<file path="config.mk">
export PLATFORM = sky130hd
export DESIGN_NAME = ring_read_pointer_manager_flat
export DESIGN_NICKNAME = d
export VERILOG_FILES = /design/src/hdl/rrpm_pkg.sv /design/src/hdl/rrpm_if.sv /design/src/hdl/rrpm_ctrl.sv /design/src/hdl/rrpm_dp.sv /design/src/hdl/ring_read_pointer_manager.sv /design/src/flat_wrapper.sv
export SDC_FILE = /design/constraint.sdc
export NUM_CORES = 2
export LEC_CHECK = 0
export BUFFER_PORTS_ARGS = -buffer_cell sky130_fd_sc_hd__buf_2
export CAP_MARGIN = 20
export CORE_MARGIN = 1.5
export CORE_UTILIZATION = 55
export CTS_BUF_LIST = sky130_fd_sc_hd__clkbuf_8
export DETAILED_ROUTE_END_ITERATION = 6
export PLACE_DENSITY = 0.73
export SYNTH_ARGS = -nofsm -noshare
export SYNTH_HDL_FRONTEND = slang
export SYNTH_HIERARCHICAL = 1
export SYNTH_SLANG_ARGS = --single-unit
</file>
<file path="constraint.sdc">
create_clock -name clk_i -period 16.2 [get_ports clk_i]
set_input_delay 0 -clock clk_i [delete_from_list [all_inputs] [get_ports clk_i]]
set_output_delay 0 -clock clk_i [all_outputs]
set_load 0.03 [all_outputs]
</file>
<file path="src/hdl/rrpm_pkg.sv">
// Shared types and constants of the ring read pointer manager.
package rrpm_pkg;

  // Operation requested by one input word.
  typedef enum logic [2:0] {
    MODE_SET_WRITE = 3'd0,
    MODE_RESTART   = 3'd1,
    MODE_PEEK      = 3'd2,
    MODE_SPAN      = 3'd3,
    MODE_SKIP      = 3'd4,
    MODE_READ      = 3'd5,
    MODE_CLEAR     = 3'd6,
    MODE_STATUS    = 3'd7
  } mode_e;

  // Configuration register indexes.
  localparam int unsigned CfgIdxW = 1;
  localparam logic [CfgIdxW-1:0] CFG_RING_SIZE = 1'b0;
  localparam logic [CfgIdxW-1:0] CFG_RESERVE   = 1'b1;

  // Register values after reset.
  localparam longint unsigned RingSizeReset = 65536;
  localparam longint unsigned ReserveReset  = 1;

  // Commands from the controller to the datapath.
  typedef struct packed {
    logic capture;
    logic check;
    logic commit;
    logic finish;
  } ctrl_cmd_t;

  // Status from the datapath to the controller.
  typedef struct packed {
    logic out_busy;
  } ctrl_sts_t;

endpackage

</file>
<file path="src/hdl/rrpm_if.sv">
// Request and response channel interfaces of the ring read pointer manager.
interface rrpm_req_if #(
  parameter int unsigned OFFSET_BITS = 24
);
  import rrpm_pkg::*;

  logic                 valid;
  logic                 ready;
  mode_e                mode;
  logic [OFFSET_BITS-1:0] offset;
  logic [OFFSET_BITS:0]   length;

  modport source (output valid, mode, offset, length, input ready);
  modport sink   (input valid, mode, offset, length, output ready);
endinterface

interface rrpm_rsp_if #(
  parameter int unsigned OFFSET_BITS = 24
);
  logic                   valid;
  logic                   ready;
  logic                   status;
  logic [OFFSET_BITS-1:0] first_addr;
  logic [OFFSET_BITS-1:0] first_len;
  logic [OFFSET_BITS-1:0] second_len;
  logic [OFFSET_BITS-1:0] load_bytes;
  logic [OFFSET_BITS-1:0] free_bytes;
  logic [OFFSET_BITS-1:0] read_pos;

  modport source (output valid, status, first_addr, first_len, second_len, load_bytes,
                  free_bytes, read_pos, input ready);
  modport sink   (input valid, status, first_addr, first_len, second_len, load_bytes,
                  free_bytes, read_pos, output ready);
endinterface

</file>
<file path="src/hdl/rrpm_ctrl.sv">
// Sequencing controller of the ring read pointer manager.
module rrpm_ctrl (
  input  logic                clk_i,
  input  logic                rst_ni,
  input  logic                in_valid_i,
  output logic                in_ready_o,
  output rrpm_pkg::ctrl_cmd_t cmd_o,
  input  rrpm_pkg::ctrl_sts_t sts_i
);
  import rrpm_pkg::*;

  localparam logic [1:0] ST_IDLE   = 2'd0;
  localparam logic [1:0] ST_CHECK  = 2'd1;
  localparam logic [1:0] ST_COMMIT = 2'd2;
  localparam logic [1:0] ST_FINISH = 2'd3;

  logic [1:0] state_q, state_d;

  // A new word is taken only between operations.
  assign in_ready_o = (state_q == ST_IDLE);

  // Commands for each phase of the operation.
  always_comb begin
    cmd_o.capture = in_valid_i && in_ready_o;
    cmd_o.check   = (state_q == ST_CHECK);
    cmd_o.commit  = (state_q == ST_COMMIT);
    cmd_o.finish  = (state_q == ST_FINISH) && !sts_i.out_busy;
  end

  // Next state: the finish phase waits for room in the output register.
  always_comb begin
    state_d = state_q;
    unique case (state_q)
      ST_IDLE:   if (in_valid_i) state_d = ST_CHECK;
      ST_CHECK:  state_d = ST_COMMIT;
      ST_COMMIT: state_d = ST_FINISH;
      ST_FINISH: if (!sts_i.out_busy) state_d = ST_IDLE;
      default:   state_d = ST_IDLE;
    endcase
  end

  always_ff @(posedge clk_i or negedge rst_ni) begin
    if (!rst_ni) begin
      state_q <= ST_IDLE;
    end else begin
      state_q <= state_d;
    end
  end

  // An accepted word always starts the check phase.
  a_capture_to_check: assert property (@(posedge clk_i) disable iff (!rst_ni)
    cmd_o.capture |=> state_q == ST_CHECK)
    else $error("accepted word did not enter the check phase");

  // Check is always followed by commit, then by finish.
  a_check_commit_finish: assert property (@(posedge clk_i) disable iff (!rst_ni)
    cmd_o.check |=> cmd_o.commit ##1 state_q == ST_FINISH)
    else $error("phase sequence broken");

  // A result is only loaded when the output register has room.
  a_finish_room: assert property (@(posedge clk_i) disable iff (!rst_ni)
    cmd_o.finish |-> !sts_i.out_busy && state_q == ST_FINISH)
    else $error("result loaded into a busy output register");

endmodule

</file>
<file path="src/hdl/rrpm_dp.sv">
// Datapath of the ring read pointer manager: registers, pointer arithmetic, result.
module rrpm_dp #(
  parameter int unsigned OFFSET_BITS = 24
) (
  input  logic                           clk_i,
  input  logic                           rst_ni,
  input  logic                           cfg_we_i,
  input  logic [rrpm_pkg::CfgIdxW-1:0]   cfg_idx_i,
  input  logic [OFFSET_BITS:0]           cfg_wdata_i,
  input  rrpm_pkg::mode_e                mode_i,
  input  logic [OFFSET_BITS-1:0]         offset_i,
  input  logic [OFFSET_BITS:0]           length_i,
  input  rrpm_pkg::ctrl_cmd_t            cmd_i,
  output rrpm_pkg::ctrl_sts_t            sts_o,
  input  logic                           out_ready_i,
  output logic                           out_valid_o,
  output logic                           status_o,
  output logic [OFFSET_BITS-1:0]         first_addr_o,
  output logic [OFFSET_BITS-1:0]         first_len_o,
  output logic [OFFSET_BITS-1:0]         second_len_o,
  output logic [OFFSET_BITS-1:0]         load_bytes_o,
  output logic [OFFSET_BITS-1:0]         free_bytes_o,
  output logic [OFFSET_BITS-1:0]         read_pos_o
);
  import rrpm_pkg::*;

  localparam int unsigned W = OFFSET_BITS;

  // (a - b) mod size for a, b below size.
  function automatic logic [W:0] ring_dist(logic [W-1:0] a, logic [W-1:0] b,
                                           logic [W:0] sz);
    logic [W:0] r;
    if (a >= b) r = {1'b0, a} - {1'b0, b};
    else        r = {1'b0, a} + sz - {1'b0, b};
    return r;
  endfunction

  // Configuration and pointer state.
  logic [W:0]   size_q;
  logic [W-1:0] rsv_q;
  logic [W-1:0] rd_q, wr_q;
  logic [W-1:0] rd_d, wr_d;

  // Captured word.
  mode_e        mode_q;
  logic [W-1:0] ofs_q;
  logic [W:0]   len_q;

  // Check phase results.
  logic         cfg_ok_q;
  logic [W-1:0] maxl_q, cur_q, start_q, rd_adv_q;
  logic         wr_bad_q, ofs_bad_q;

  // Commit phase results.
  logic         refused_q;
  logic [W-1:0] addr_q, len1_q, len2_q;

  // Output register.
  logic         out_valid_q;
  logic         status_q;
  logic [W-1:0] first_addr_q, first_len_q, second_len_q;
  logic [W-1:0] load_q, free_q, read_pos_q;

  // Check phase: configuration validity, current load, region start.
  logic         cfg_ok_c;
  logic [W:0]   maxl_c, cur_c, wload_c, start_sum_c, start_c;
  logic [W+1:0] adv_sum_c, adv_c;
  logic [W-1:0] eo_c;

  always_comb begin
    cfg_ok_c = (size_q >= (W+1)'(2)) && (size_q <= {1'b1, {W{1'b0}}}) &&
               (rsv_q != '0) && ({1'b0, rsv_q} < size_q);
    maxl_c   = size_q - {1'b0, rsv_q};
    cur_c    = ring_dist(wr_q, rd_q, size_q);
    wload_c  = ring_dist(ofs_q, rd_q, size_q);
    eo_c     = (mode_q == MODE_READ) ? '0 : ofs_q;
    start_sum_c = {1'b0, rd_q} + {1'b0, eo_c};
    start_c  = (start_sum_c >= size_q) ? start_sum_c - size_q : start_sum_c;
    adv_sum_c = {2'b00, rd_q} + {1'b0, len_q};
    adv_c    = (adv_sum_c >= {1'b0, size_q}) ? adv_sum_c - {1'b0, size_q} : adv_sum_c;
  end

  always_ff @(posedge clk_i) begin
    if (cmd_i.capture) begin
      mode_q <= mode_i;
      ofs_q  <= offset_i;
      len_q  <= length_i;
    end
    if (cmd_i.check) begin
      cfg_ok_q  <= cfg_ok_c;
      maxl_q    <= maxl_c[W-1:0];
      cur_q     <= cur_c[W-1:0];
      start_q   <= start_c[W-1:0];
      rd_adv_q  <= adv_c[W-1:0];
      ofs_bad_q <= ({1'b0, ofs_q} >= size_q);
      wr_bad_q  <= ({1'b0, ofs_q} >= size_q) || (wload_c > maxl_c);
    end
  end

  // Commit phase: decide acceptance, region and new pointers.
  logic         refused_c, avail_c, span_fit_c;
  logic [W-1:0] addr_c, len1_c, len2_c, eo_k;
  logic [W:0]   to_end_c, clip_c;

  always_comb begin
    eo_k       = (mode_q == MODE_READ) ? '0 : ofs_q;
    avail_c    = (eo_k <= cur_q) && (len_q <= {1'b0, cur_q - eo_k});
    to_end_c   = size_q - {1'b0, start_q};
    span_fit_c = (len_q <= to_end_c);
    clip_c     = span_fit_c ? len_q : to_end_c;
    refused_c  = 1'b0;
    addr_c     = '0;
    len1_c     = '0;
    len2_c     = '0;
    rd_d       = rd_q;
    wr_d       = wr_q;
    if (!cfg_ok_q) begin
      refused_c = 1'b1;
    end else begin
      unique case (mode_q)
        MODE_SET_WRITE: begin
          if (wr_bad_q) refused_c = 1'b1;
          else          wr_d = ofs_q;
        end
        MODE_RESTART: begin
          if (ofs_bad_q) begin
            refused_c = 1'b1;
          end else begin
            rd_d = ofs_q;
            wr_d = ofs_q;
          end
        end
        MODE_PEEK, MODE_READ: begin
          if (len_q != '0) begin
            if (!avail_c) begin
              refused_c = 1'b1;
            end else begin
              addr_c = start_q;
              len1_c = clip_c[W-1:0];
              len2_c = W'(len_q - clip_c);
              if (mode_q == MODE_READ) rd_d = rd_adv_q;
            end
          end
        end
        MODE_SPAN: begin
          if (!avail_c || !span_fit_c) begin
            refused_c = 1'b1;
          end else begin
            addr_c = start_q;
            len1_c = len_q[W-1:0];
          end
        end
        MODE_SKIP: begin
          if (len_q > {1'b0, cur_q}) refused_c = 1'b1;
          else                       rd_d = rd_adv_q;
        end
        MODE_CLEAR:  rd_d = wr_q;
        MODE_STATUS: ;
      endcase
    end
  end

  always_ff @(posedge clk_i) begin
    if (cmd_i.commit) begin
      refused_q <= refused_c;
      addr_q    <= addr_c;
      len1_q    <= len1_c;
      len2_q    <= len2_c;
    end
  end

  // Configuration registers and pointers; any register write zeroes the pointers.
  always_ff @(posedge clk_i or negedge rst_ni) begin
    if (!rst_ni) begin
      size_q <= (W+1)'(RingSizeReset);
      rsv_q  <= W'(ReserveReset);
      rd_q   <= '0;
      wr_q   <= '0;
    end else if (cfg_we_i) begin
      if (cfg_idx_i == CFG_RING_SIZE) size_q <= cfg_wdata_i;
      else                            rsv_q  <= cfg_wdata_i[W-1:0];
      rd_q <= '0;
      wr_q <= '0;
    end else if (cmd_i.commit) begin
      rd_q <= rd_d;
      wr_q <= wr_d;
    end
  end

  // Finish phase: load and free space from the updated pointers.
  logic [W:0]   fin_dist_c;
  logic [W-1:0] load_c, free_c;

  always_comb begin
    fin_dist_c = ring_dist(wr_q, rd_q, size_q);
    load_c     = cfg_ok_q ? fin_dist_c[W-1:0] : '0;
    free_c     = (cfg_ok_q && (load_c < maxl_q)) ? maxl_q - load_c : '0;
  end

  // Output register parts the result from the next operation.
  always_ff @(posedge clk_i or negedge rst_ni) begin
    if (!rst_ni) begin
      out_valid_q <= 1'b0;
    end else if (cmd_i.finish) begin
      out_valid_q <= 1'b1;
    end else if (out_ready_i) begin
      out_valid_q <= 1'b0;
    end
  end

  always_ff @(posedge clk_i) begin
    if (cmd_i.finish) begin
      status_q     <= refused_q;
      first_addr_q <= addr_q;
      first_len_q  <= len1_q;
      second_len_q <= len2_q;
      load_q       <= load_c;
      free_q       <= free_c;
      read_pos_q   <= rd_q;
    end
  end

  assign sts_o.out_busy = out_valid_q && !out_ready_i;
  assign out_valid_o    = out_valid_q;
  assign status_o       = status_q;
  assign first_addr_o   = first_addr_q;
  assign first_len_o    = first_len_q;
  assign second_len_o   = second_len_q;
  assign load_bytes_o   = load_q;
  assign free_bytes_o   = free_q;
  assign read_pos_o     = read_pos_q;

  // With a valid configuration both pointers stay inside the ring.
  a_ptr_in_ring: assert property (@(posedge clk_i) disable iff (!rst_ni)
    cfg_ok_c |-> ({1'b0, rd_q} < size_q) && ({1'b0, wr_q} < size_q))
    else $error("pointer outside the ring");

  // An invalid configuration leaves the pointers untouched.
  a_invalid_cfg_hold: assert property (@(posedge clk_i) disable iff (!rst_ni)
    cmd_i.commit && !cfg_ok_q && !cfg_we_i |=> rd_q == $past(rd_q) && wr_q == $past(wr_q))
    else $error("pointers changed under an invalid configuration");

  // A refused word carries no region.
  a_refused_no_region: assert property (@(posedge clk_i) disable iff (!rst_ni)
    out_valid_o && status_o |-> first_addr_o == '0 && first_len_o == '0 &&
                                second_len_o == '0)
    else $error("refused word carries a region");

endmodule

</file>
<file path="src/hdl/ring_read_pointer_manager.sv">
// Top level of the ring read pointer manager.
//
// Consumer-side read and write offset control for a ring buffer with a reserve. The edge that
// accepts a request word captures it; then come check (configuration validity, current load,
// region start), commit (accept or refuse, update the pointers) and finish (load and free space
// into the output register), each a registered phase, and finish loads the response word into
// the output register. The controller runs these phases in turn and takes a new request only
// when idle, so a new request is not accepted before the last one has finished; a response that
// is not taken holds the block in its finish phase. Configuration writes zero both offsets and
// are meant to arrive only while no request is in flight. After reset both offsets are zero,
// the ring holds 65536 bytes and the reserve is one byte.
module ring_read_pointer_manager #(
  parameter int unsigned OFFSET_BITS = 24
) (
  input  logic                         clk_i,
  input  logic                         rst_ni,
  input  logic                         cfg_we_i,
  input  logic [rrpm_pkg::CfgIdxW-1:0] cfg_idx_i,
  input  logic [OFFSET_BITS:0]         cfg_wdata_i,
  rrpm_req_if.sink                     req_i,
  rrpm_rsp_if.source                   rsp_o
);
  import rrpm_pkg::*;

  ctrl_cmd_t cmd;
  ctrl_sts_t sts;

  rrpm_ctrl u_ctrl (
    .clk_i      (clk_i),
    .rst_ni     (rst_ni),
    .in_valid_i (req_i.valid),
    .in_ready_o (req_i.ready),
    .cmd_o      (cmd),
    .sts_i      (sts)
  );

  rrpm_dp #(
    .OFFSET_BITS (OFFSET_BITS)
  ) u_dp (
    .clk_i        (clk_i),
    .rst_ni       (rst_ni),
    .cfg_we_i     (cfg_we_i),
    .cfg_idx_i    (cfg_idx_i),
    .cfg_wdata_i  (cfg_wdata_i),
    .mode_i       (req_i.mode),
    .offset_i     (req_i.offset),
    .length_i     (req_i.length),
    .cmd_i        (cmd),
    .sts_o        (sts),
    .out_ready_i  (rsp_o.ready),
    .out_valid_o  (rsp_o.valid),
    .status_o     (rsp_o.status),
    .first_addr_o (rsp_o.first_addr),
    .first_len_o  (rsp_o.first_len),
    .second_len_o (rsp_o.second_len),
    .load_bytes_o (rsp_o.load_bytes),
    .free_bytes_o (rsp_o.free_bytes),
    .read_pos_o   (rsp_o.read_pos)
  );

endmodule

</file>
<file path="src/flat_wrapper.sv">
// flat-port wrapper written by rule: the top's interface ports become plain ports
module ring_read_pointer_manager_flat import rrpm_pkg::*;
#(
  parameter int unsigned OFFSET_BITS = 24
)
  (clk_i, rst_ni, cfg_we_i, cfg_idx_i, cfg_wdata_i, req_i_valid, req_i_mode, req_i_offset, req_i_length, req_i_ready, rsp_o_valid, rsp_o_status, rsp_o_first_addr, rsp_o_first_len, rsp_o_second_len, rsp_o_load_bytes, rsp_o_free_bytes, rsp_o_read_pos, rsp_o_ready);
  rrpm_req_if #(.OFFSET_BITS(OFFSET_BITS)) req_i_i ();
  rrpm_rsp_if #(.OFFSET_BITS(OFFSET_BITS)) rsp_o_i ();
  input  logic clk_i;
  input  logic rst_ni;
  input  logic cfg_we_i;
  input  logic [rrpm_pkg::CfgIdxW-1:0] cfg_idx_i;
  input  logic [OFFSET_BITS:0] cfg_wdata_i;
  input wire logic [$bits(req_i_i.valid)-1:0] req_i_valid;
  input wire logic [$bits(req_i_i.mode)-1:0] req_i_mode;
  input wire logic [$bits(req_i_i.offset)-1:0] req_i_offset;
  input wire logic [$bits(req_i_i.length)-1:0] req_i_length;
  output wire logic [$bits(req_i_i.ready)-1:0] req_i_ready;
  output wire logic [$bits(rsp_o_i.valid)-1:0] rsp_o_valid;
  output wire logic [$bits(rsp_o_i.status)-1:0] rsp_o_status;
  output wire logic [$bits(rsp_o_i.first_addr)-1:0] rsp_o_first_addr;
  output wire logic [$bits(rsp_o_i.first_len)-1:0] rsp_o_first_len;
  output wire logic [$bits(rsp_o_i.second_len)-1:0] rsp_o_second_len;
  output wire logic [$bits(rsp_o_i.load_bytes)-1:0] rsp_o_load_bytes;
  output wire logic [$bits(rsp_o_i.free_bytes)-1:0] rsp_o_free_bytes;
  output wire logic [$bits(rsp_o_i.read_pos)-1:0] rsp_o_read_pos;
  input wire logic [$bits(rsp_o_i.ready)-1:0] rsp_o_ready;
  assign req_i_i.valid = req_i_valid;
  assign req_i_i.mode = req_i_mode;
  assign req_i_i.offset = req_i_offset;
  assign req_i_i.length = req_i_length;
  assign req_i_ready = req_i_i.ready;
  assign rsp_o_valid = rsp_o_i.valid;
  assign rsp_o_status = rsp_o_i.status;
  assign rsp_o_first_addr = rsp_o_i.first_addr;
  assign rsp_o_first_len = rsp_o_i.first_len;
  assign rsp_o_second_len = rsp_o_i.second_len;
  assign rsp_o_load_bytes = rsp_o_i.load_bytes;
  assign rsp_o_free_bytes = rsp_o_i.free_bytes;
  assign rsp_o_read_pos = rsp_o_i.read_pos;
  assign rsp_o_i.ready = rsp_o_ready;
  ring_read_pointer_manager #(.OFFSET_BITS(OFFSET_BITS)) u_core (.clk_i(clk_i), .rst_ni(rst_ni), .cfg_we_i(cfg_we_i), .cfg_idx_i(cfg_idx_i), .cfg_wdata_i(cfg_wdata_i), .req_i(req_i_i), .rsp_o(rsp_o_i));
endmodule
</file>
==> metrics.txt <==
synth cell count leaders 439 x ha_1, 404 x inv_1, 369 x edfxtp_1; Synth warnings 6; H-tree levels 3; total track usage 35.0%; WP data arrival ~9.6 ns; I/O Pins 230; RSZ-0062 raised after global routing false; synth top area cells edfxtp_1 29%, ha_1 14%, dfrtp_1 6.4%, inv_1 4.0%, a21oi_1 3.9%; Fillers between 5k and 6k; Clock Tree Root clkbuf_8; Antenna Nets Post-Route 0; Rel. slew slack 25.3%; setup violators final 0; register area share after synthesis 35.6%; total grt overflow 0; largest net degree at the start of global routing 75; EDFF count, synth 369; Die H 267 um; max_cap viols 0; cell mode on critical path ha_1; CP startpoint kind flip-flop; CP Max Fanout 31; post-CTS setup-driven buffer insertion count 0; total CTS buffers 82; Synth Area per Inst about 9.5 um^2; most common cell in the netlist ha_1; Net Count, Synth 4608; share of cells above drive strength 1 11.3%; DRC errors left 0; clk_lat worst skew 0.71 ns; initial antenna violation count 7; Netlist cell types 97; crit path max-delay cell type nor4_1; num rows 96; synthesized instance count just over 4k; mapped cell area about 0.038 mm^2; #FFs+latches synth around 470; clk slew on worst S/H paths around 0.060 ns; worst-case vdd ir drop between 200 and 300 uV; Port Buffers 229; WP buf/inv 3; share of flip-flops with an asynchronous set or reset 21.3%; clock buffer depth 3; HP Class in -> reg; gpl congestion 1.05; vias in the first global route 30.5k; Setup TNS 0 ns; slowest stage delay, CP 0.67 ns; final setup skew 0.0572 ns; P_leak about 19 nW; clock sink count about 470; Vias 32.9k; final std cells w/o fill 5396; power per cell area 218 mW/mm^2; dominant cell type by area after synthesis edfxtp_1; layout net count 4985; dpl cells slightly above 5k; area grow syn2layout 13.3%; starting density of the core ~56%; Critical Path RT 16.57 ns; delay-heaviest family, CP compound AO/OA/AOI/OAI gates; DR WL/cell 23.2 um; period utilisation layout 56.7%; kind of critical path reg -> reg; DR pass1 iterations 5; Final min period between 9 and 10 ns; status completed; detailed placement HPWL 95600 um; die area about 0.071 mm^2; CP endpoint kind flip-flop; worst-margin pin slew between 1 and 1.5 ns; top cell type's share of synthesized area 29.0%; DRT iter0 DRCs 3434; first-pass GRT wire length 187000 um; fmax between 100 and 150 MHz; core region area 0.0687 mm^2; top_reg_cell synth edfxtp_1; Final Hold Fails 0; WL final 125000 um; Fin Hold WS 0.0348 ns; vias per inst 6.10; fin. max-slew vios 0; CTS tree built; Horiz. Die Dim 267 um
[repair_timing]
action                                 CTS  global route
hold buffers                           122             0
endpoints found under the hold margin  158             0
gates resized for setup                  0             0
[worst register-to-register path, delay by kind of cell (launching register included)]
family / cells / cell delay (ns)
and+or+nand+nor: 10 / 2.59
buffers and inverters: 3 / 0.54
muxes: 2 / 0.46
AOI/OAI and AO/OA: 11 / 2.97
adders and majority gates: 5 / 1.60
DFF: 1 / 0.52
xor gates and xnor gates: 1 / 0.16
[logic make-up (layout without fill, tap and decap cells)]
group | Yosys count | count (layout) | synth area share, %
simple gates | 1124 | 1124 | 14.2
fa+ha+maj | 497 | 497 | 17.4
xor+xnor | 256 | 256 | 5.87
mux | 128 | 128 | 3.79
other cells | 0 | 2 | 0
compound gates | 1052 | 1052 | 18.0
buf+inv | 502 | 937 | 5.12
flops | 469 | 469 | 35.6
[path summary, 6_finish.rpt]
kind / endpoint / slack (ns) / cells past startpoint / from
worst min register to register: u_core/u_dp/first_addr_o[6]$_DFFE_PP_ / 0.42 / 0 / u_core/u_dp/addr_q[6]$_SDFFCE_PN0P_
worst min-delay path: u_core/u_dp/len_q[24]$_DFFE_PP_ / 0.03 / 2 / req_i_length[24]
min in group asynchronous: u_core/u_dp/size_q[16]$_DFFE_PN1P_ / 0.49 / 3 / rst_ni
worst max register to register: u_core/u_dp/len2_q[22]$_SDFFCE_PN0P_ / 7.02 / 32 / u_core/u_dp/size_q[0]$_DFFE_PN0P_
max in group asynchronous: u_core/u_dp/rd_q[4]$_DFFE_PN0P_ / 14.97 / 4 / rst_ni
worst max-delay path: u_core/u_dp/len2_q[22]$_SDFFCE_PN0P_ / 7.02 / 32 / u_core/u_dp/size_q[0]$_DFFE_PN0P_
[flip-flops by register name (all words and copies together) (netlist names), 2 cells and up]
| name | count |
|---|---|
| u_core/u_dp/len_q | 25 |
| u_core/u_dp/size_q | 25 |
| u_core/u_dp/addr_q | 24 |
| u_core/u_dp/cur_q | 24 |
| u_core/u_dp/first_addr_o | 24 |
| u_core/u_dp/first_len_o | 24 |
| u_core/u_dp/free_bytes_o | 24 |
| u_core/u_dp/len1_q | 24 |
| u_core/u_dp/len2_q | 24 |
| u_core/u_dp/load_bytes_o | 24 |
| u_core/u_dp/maxl_q | 24 |
| u_core/u_dp/ofs_q | 24 |
| u_core/u_dp/rd_adv_q | 24 |
| u_core/u_dp/rd_q | 24 |
| u_core/u_dp/read_pos_o | 24 |
| u_core/u_dp/rsv_q | 24 |
| u_core/u_dp/second_len_o | 24 |
| u_core/u_dp/start_q | 24 |
| u_core/u_dp/wr_q | 24 |
| u_core/u_dp/mode_q | 3 |
| u_core/u_ctrl/state_q | 2 |
[layout make-up]
class	count	area, um^2	area share [%]
multi-input combinational	3057	22700	52.5
inverter	407	1530	3.53
antenna	2	5.00	0.0116
tap	931	1160	2.69
sequential	469	13600	31.4
clock buffer	88	1210	2.80
clock inverter	54	369	0.853
timing repair buffer	388	2680	6.19
[report_power, final]
part | internal [mW] | switching [mW]
Sequential | 1.91 | 0.276
Combinational | 2.35 | 3.78
Clock | 0.580 | 0.521
Total | 4.84 | 4.58
[layer usage]
metal	wire, um	GRT usage (%)
met5	92	0
met4	6870	16.6
met3	12100	6.93
met2	53700	53.0
met1	52400	48.2
[layout by cell type, fill, tap and decap left out, drive strengths merged, types with 20 or more instances in the layout]
master / synthesis / final
ha: 439 / 439
inv: 405 / 427
edfxtp: 369 / 369
nor2: 327 / 327
a21oi: 303 / 303
nand2: 280 / 280
buf: 16 / 267
o21ai: 206 / 206
a21o: 159 / 159
xnor2: 153 / 153
dlygate4sd3: 0 / 121
xor2: 103 / 103
dfrtp: 98 / 98
clkbuf: 79 / 88
nor3: 80 / 80
mux2: 75 / 75
nand4: 72 / 72
nand2b: 67 / 67
nand3: 63 / 63
and2: 61 / 61
fa: 58 / 58
o21a: 55 / 55
mux2i: 53 / 53
nor2b: 47 / 47
a211oi: 40 / 40
a31oi: 35 / 35
o21bai: 31 / 31
nor4: 31 / 31
and3: 29 / 29
o221ai: 29 / 29
clkinv: 2 / 25
o31ai: 22 / 22
or3: 22 / 22
o211ai: 20 / 20
[metrics by stage]
step                util (%)  total power, mW  cell area (um^2)  setup slack [ns]
floorplan                  -             6.51             38200              8.37
global placement        58.9             8.04             40400              7.50
detailed placement      58.9             8.12             40400              7.34
CTS                     63.0             9.29             43300              7.24
global route            63.0             10.1             43300              6.22
finish                  63.0             9.42             43300              7.02
Note: power is estimated with default switching activity, not from simulation.
